[src/rtl/gie_pkg.sv]
// ============================================================================
// gie_pkg: shared types and constants for the Gini index engine
// Sequencer states, status codes and divider handshake type.
// ============================================================================
package gie_pkg;

    // Result fraction width (unsigned Q0.16)
    localparam int FRAC_BITS = 16;

    // Divider step counter width, holds 0..FRAC_BITS
    localparam int DIV_CNT_W = $clog2(FRAC_BITS + 1);

    typedef logic [1:0] status_t;

    localparam status_t STAT_OK       = 2'd0;
    localparam status_t STAT_ZERO_SUM = 2'd1;
    localparam status_t STAT_TOO_MANY = 2'd2;

    typedef enum logic [2:0] {
        S_COLLECT,
        S_MUL,
        S_RD_A,
        S_RD_B,
        S_PAIR,
        S_DIV_START,
        S_DIV_WAIT,
        S_DONE
    } state_t;

    // Divider status back to the sequencer
    typedef struct packed {
        logic busy;
        logic done;
    } div_stat_t;

endpackage

[src/rtl/gie_frac_div.sv]
// ============================================================================
// gie_frac_div: fraction divider
// Restoring division, one quotient bit per cycle: floor(num * 2^16 / den)
// for num < den.
// ============================================================================
module gie_frac_div #(
    parameter int ACC_W = 54
) (
    input  logic                       clk,
    input  logic                       rst_n,
    input  logic                       start,
    input  logic [ACC_W-1:0]           num,
    input  logic [ACC_W-1:0]           den,
    output gie_pkg::div_stat_t         stat,
    output logic [gie_pkg::FRAC_BITS-1:0] quotient
);
    import gie_pkg::*;

    logic [DIV_CNT_W-1:0] cnt_reg;
    logic [DIV_CNT_W-1:0] cnt_next;
    logic                 done_reg;
    logic                 done_next;
    logic [ACC_W-1:0]     rem_reg;
    logic [ACC_W-1:0]     rem_next;
    logic [ACC_W-1:0]     den_reg;
    logic [FRAC_BITS-1:0] quo_reg;
    logic [FRAC_BITS-1:0] quo_next;
    logic [ACC_W:0]       rem_dbl;
    logic [ACC_W:0]       rem_sub;
    logic                 fits;

    always_comb
    begin
        rem_dbl   = {rem_reg, 1'b0};
        rem_sub   = rem_dbl - {1'b0, den_reg};
        fits      = (rem_dbl >= {1'b0, den_reg});
        cnt_next  = cnt_reg;
        rem_next  = rem_reg;
        quo_next  = quo_reg;
        done_next = 1'b0;
        if (start)
        begin
            cnt_next = DIV_CNT_W'(FRAC_BITS);
            rem_next = num;
            quo_next = '0;
        end
        else if (cnt_reg != '0)
        begin
            cnt_next  = cnt_reg - 1'b1;
            done_next = (cnt_reg == DIV_CNT_W'(1));
            quo_next  = {quo_reg[FRAC_BITS-2:0], fits};
            // remainder stays below den, so the doubled value drops its top bit safely
            rem_next  = fits ? rem_sub[ACC_W-1:0] : rem_dbl[ACC_W-1:0];
        end
    end

    always_ff @(posedge clk or negedge rst_n)
    begin
        if (!rst_n)
        begin
            cnt_reg  <= '0;
            done_reg <= 1'b0;
        end
        else
        begin
            cnt_reg  <= cnt_next;
            done_reg <= done_next;
        end
    end

    always_ff @(posedge clk)
    begin
        rem_reg <= rem_next;
        quo_reg <= quo_next;
        if (start)
        begin
            den_reg <= den;
        end
    end

    assign stat.busy = (cnt_reg != '0);
    assign stat.done = done_reg;
    assign quotient  = quo_reg;

endmodule

[config.mk]
export PLATFORM = sky130hd
export DESIGN_NAME = gie_frac_div
export DESIGN_NICKNAME = d
export VERILOG_FILES = /design/src/rtl/gie_pkg.sv /design/src/rtl/gie_frac_div.sv
export SDC_FILE = /design/constraint.sdc
export NUM_CORES = 1
export LEC_CHECK = 0
export BUFFER_PORTS_ARGS = -buffer_cell sky130_fd_sc_hd__buf_2
export CORE_MARGIN = 4
export CORE_UTILIZATION = 48
export CTS_CLUSTER_DIAMETER = 40
export CTS_CLUSTER_SIZE = 14
export DETAILED_ROUTE_END_ITERATION = 6
export PLACE_DENSITY = 0.77
export SETUP_SLACK_MARGIN = 0.2
export SLEW_MARGIN = 30
export SYNTH_ARGS = -nofsm -noshare
export SYNTH_HDL_FRONTEND = slang
export SYNTH_SLANG_ARGS = --single-unit
[constraint.sdc]
create_clock -name clk -period 3 [get_ports clk]
set_input_delay 0.3 -clock clk [delete_from_list [all_inputs] [get_ports clk]]
set_output_delay 0.3 -clock clk [all_outputs]
set_load 0.05 [all_outputs]
# Yosys cells after proc, flatten, opt, wreduce, memory -nomap -nowiden

Cells that the tools add are included.

Flip-flop bits (word level): 130
Output and inout port bits: 18
Word-level logic and storage cells: 18

Add/subtract/negate cells: 2
Magnitude comparators: 1
Equality and inequality tests: 1
Muxes and demuxes: 7
Reduce and logical (&&, ||, !) cells: 2

Operator list:

| kind                | number |
|---|---|
| $mux 54             | 3 |
| $ge 55x54->1        | 1 |
| $sub 54x54->54      | 1 |
| $mux 5              | 2 |
| $eq 5x1->1 const B  | 1 |
| $reduce_bool 5->1   | 1 |
| $sub 5x1->5 const B | 1 |
| $mux 1              | 2 |
| $reduce_bool 2->1   | 1 |

# Longest topological paths before layout

Depth after elaboration: 4
Gate-level depth with buffers: 15

# Worst setup path after synthesis

No wires, ideal clock.

Kind: reg2reg
From: reg cnt_reg[0]
To: reg rem_reg[0], enable pin
Library setup time: 0.622 ns
Arrival time: 2.489 ns
Setup slack: -0.111 ns
Stages on the path, launching flop included: 7
Path buffers: 2
Clock period less this slack: 3.111 ns
Path through: dfrtp_1 > inv_1 > ha_1 > nor4b_1 > clkbuf_1 > clkbuf_1 > nand2_1

Word-level cells in the longest chain between the ends: 2

Ends and longest elaborated chain:

| item                        | line               | RTL |
|---|---|---|
| from (decl)                 | gie_frac_div.sv:19 | `logic [DIV_CNT_W-1:0] cnt_reg;` |
| from (signal assigned)      | gie_frac_div.sv:66 | `cnt_reg <= cnt_next;` |
| $reduce_bool 5->1           | gie_frac_div.sv:47 | `else if (cnt_reg != '0)` |
| $reduce_bool 2->1 (no line) | -                  |  |
| to (signal assigned)        | gie_frac_div.sv:73 | `rem_reg <= rem_next;` |
| to (decl)                   | gie_frac_div.sv:23 | `logic [ACC_W-1:0] rem_reg;` |

Every way passes these cells.
A chain may end at the register's enable or synchronous reset.

# Final worst setup path

From: reg rem_reg[2]
To: reg rem_reg[49], data pin

Word-level cells in the longest chain between the ends: 4
Elaborated cells between the ends (all ways): 5
Those cells by class: add/sub: 1; order compare: 1; mux: 3

Ends and longest elaborated chain:

| item                                                  | line                                   | RTL |
|---|---|---|
| $sub 54x54->54 / $ge 55x54->1 (equally long branches) | gie_frac_div.sv:35, gie_frac_div.sv:36 |  |
| $mux 54 (*)                                           | gie_frac_div.sv:53                     | `rem_next = fits ? rem_sub[ACC_W-1:0] : rem_dbl[ACC_W-1:0];` |
| $mux 54 (*)                                           | gie_frac_div.sv:47                     |  |
| $mux 54 (*)                                           | gie_frac_div.sv:41                     | `if (start)` |
| named net rem_next[49]                                | gie_frac_div.sv:24                     | `logic [ACC_W-1:0] rem_next;` |

Mark *: on every way through the listed nets, which the timed path passes. The rest lies on a longest branch. The select of a mux whose other input is x is not followed.

==> metrics.txt <==
hold slack final=39.4 ps; Routed wire per std cell=18.9 um; Diodes inserted=0; Clock Tree Buf Depth=2; post-route minimum period=3200 ps; Worst Path Arrival=3380 ps; Startpoint Class=register; worst setup path category=reg -> reg; Fin Clk Skew=8.30 ps; Max Clk Rate=0.312 GHz; slack of the critical path=-201 ps; Fin Setup TNS=-6530 ps; first-pass GRT wire length=42.9 mm; status=complete, but fails checks; Layout area overhead=44.2%; die height=144 um; leak pwr=5.49 nW; Crit-path slowest cell=edfxtp_1; Yosys cell types=67; violated checks=setup timing; CORE AREA=18,000 um^2; worst min-delay path class=in -> reg; DIE AREA=20,700 um^2; Root Driver=clkbuf_16; worst slack at placement=-289 ps; clk_lat worst skew=430 ps; CTS Buf Count=17; Slew @ Worst Pin=894 ps; Final setup viols=52; asr flop ratio synth=4.62%; CTS H-tree depth=4; Routed WL=28.6 mm; PwrDens=1180 nW/um^2; crit end category=register; EDFF count, synth=108; IR drop worst, VDD=833 uV; Final Hold Viols=0; Largest stage delay, worst path=470 ps; starting DRC count in detailed routing=861; Area after DPL=10,900 um^2; Critical Path RT=3180 ps; DP HPWL=18.9 mm; largest fanout on the critical path=6; power share of the sequential group=20.0%; post-route antenna net violation count=0; Switching Fraction=42.4%; DRC Markers=0; Post-Syn Area=8850 um^2; Int Pwr=0.00869 W; fin. max-slew vios=0; Cells after Synth=979; P_sw=0.00640 W; pin count of the biggest net entering global routing=61; synthesized area per cell=9.04 um^2; synthesized flop and latch total=130; CTS tree=done; Clk network pwr share=13.6%; detailed-route via count=8,752; vias per cell=5.80; initial antenna violation count=0; Slew HR=40.4%; Max-Cap Viols=0; Core Rows=49; Ys Warns=0; final total power=0.0151 W; GRT Total Usage=26.3%; combinational share of power=66.4%; most common cell after layout, fill and taps aside=buf_4; clock transition at the registers of the reported paths=60 ps; total grt overflow=0; post-synthesis sequential area ratio=42.0%; Initial Utilization=49.1%; routability cong.=0.936; nets=1,437; Tcrit/Tclk final=107%; most frequent cells in the layout=buf_4, buf_2, edfxtp_1, nand2_1, a21oi_1; I/O pin count=129; ys flop type=edfxtp_1; cell area after layout=12,800 um^2; Die W=144 um; fraction of layout cells with a size suffix above 1=40.8%; drt pass-1 iters=5; Synth Net Count=1,148; unrepaired setup endpoints after global routing=yes; setup slack on the worst flop-to-flop path=-200 ps; port bufs=128; worst-path cell chain=ha_4 -> nand4_1 -> a2111oi_4 -> a211oi_4 -> a22oi_4 -> a41oi_2 -> buf_4 -> o21a_4 -> buf_12 -> or3_1 -> mux2i_1 -> nor3_1; vias in the first global route=8,640; clock sink count=130
==> cell families (layout without fill, tap and decap cells) <==
group                    after synthesis  in the layout  synth area share, %
AO/OA/AOI/OAI                        302            303                 21.3
AND/OR/NAND/NOR                      282            282                 14.8
buffers and inverters                142            443                 6.60
flip-flops                           130            130                 42.0
adder cells (fa/ha/maj)               58             58                 8.28
XOR/XNOR                              40             40                 3.96
multiplexers                          25             25                 3.11
==> path summary, 6_finish.rpt <==
check	cells after the start	start	endpoint
max	12	rem_reg[2]	rem_reg[49]
min	1	den[8]	den_reg[8]
max reg2reg	12	rem_reg[2]	rem_reg[49]
min reg2reg	2	quotient[15]	quotient[15]
max in group asynchronous	2	rst_n	cnt_reg[3]
min in group asynchronous	2	rst_n	cnt_reg[1]
==> power by group through the flow <==
stage,combinational [W],clock [W],sequential [W]
3_5_place_dp,0.00757,0,0.00296
6_report,0.0100,0.00205,0.00301
3_3_place_gp,0.00743,0,0.00293
5_1_grt,0.0107,0.00218,0.00305
2_1_floorplan,0.00483,0,0.00291
4_1_cts,0.00887,0.00208,0.00297
==> timing repair <==
item	CTS	global route
gates cloned	5	2
hold endpoints to repair	6	0
buffers inserted	22	10
resized for setup	109	92
pin swaps	36	26
hold buffers	1	0
endpoints found under the setup margin	55	55
==> Yosys cell counts, types with 13 or more instances <==
cell type	count	area [um^2]
o21bai_1	15	113
inv_1	81	304
buf_2	16	80.1
edfxtp_1	108	3240
nor3_1	20	100
a21oi_1	124	621
ha_1	57	713
nand4_1	24	150
a21o_1	16	120
o21ai_0	57	285
a211oi_1	20	150
clkbuf_1	32	120
xnor2_1	23	201
nand2_1	105	394
nor2_1	77	289
o21a_1	13	97.6
mux2_2	20	225
dfxtp_1	16	320
xor2_1	17	149
==> stage by stage <==
stage | instances | util (%)
2_1_floorplan | 979 | -
3_3_place_gp | 1438 | 60.3
3_5_place_dp | 1438 | 60.3
4_1_cts | 1498 | 67.9
5_1_grt | 1510 | 70.8
6_report | 1510 | 70.8
==> per-layer routing <==
layer | global-route usage (%) | vias up | wire, um
li1 | - | 4133 | -
met1 | 34.0 | 4176 | 11600
met2 | 44.5 | 375 | 14100
met3 | 6.19 | 68 | 2150
met4 | 7.28 | 0 | 729
met5 | 0 | - | 0
==> cell type report <==
class	instances	area (um^2)
Multi-Input combinational cell	708	5460
Fill cell	1296	5270
Sequential cell	130	3710
Timing Repair Buffer	329	2420
Clock buffer	21	487
Inverter	82	308
Tap cell	229	287
Clock inverter	11	86.3
==> worst max-delay path: cells and delay by family (launching register included) <==
kind	cells	cell delay, ps
AOI/OAI and AO/OA	5	1120
and+or+nand+nor	3	580
DFF	1	470
buffers and inverters	2	330
adders and majority gates	1	320
muxes	1	150
No activity file was read; power rests on OpenSTA's default activity.
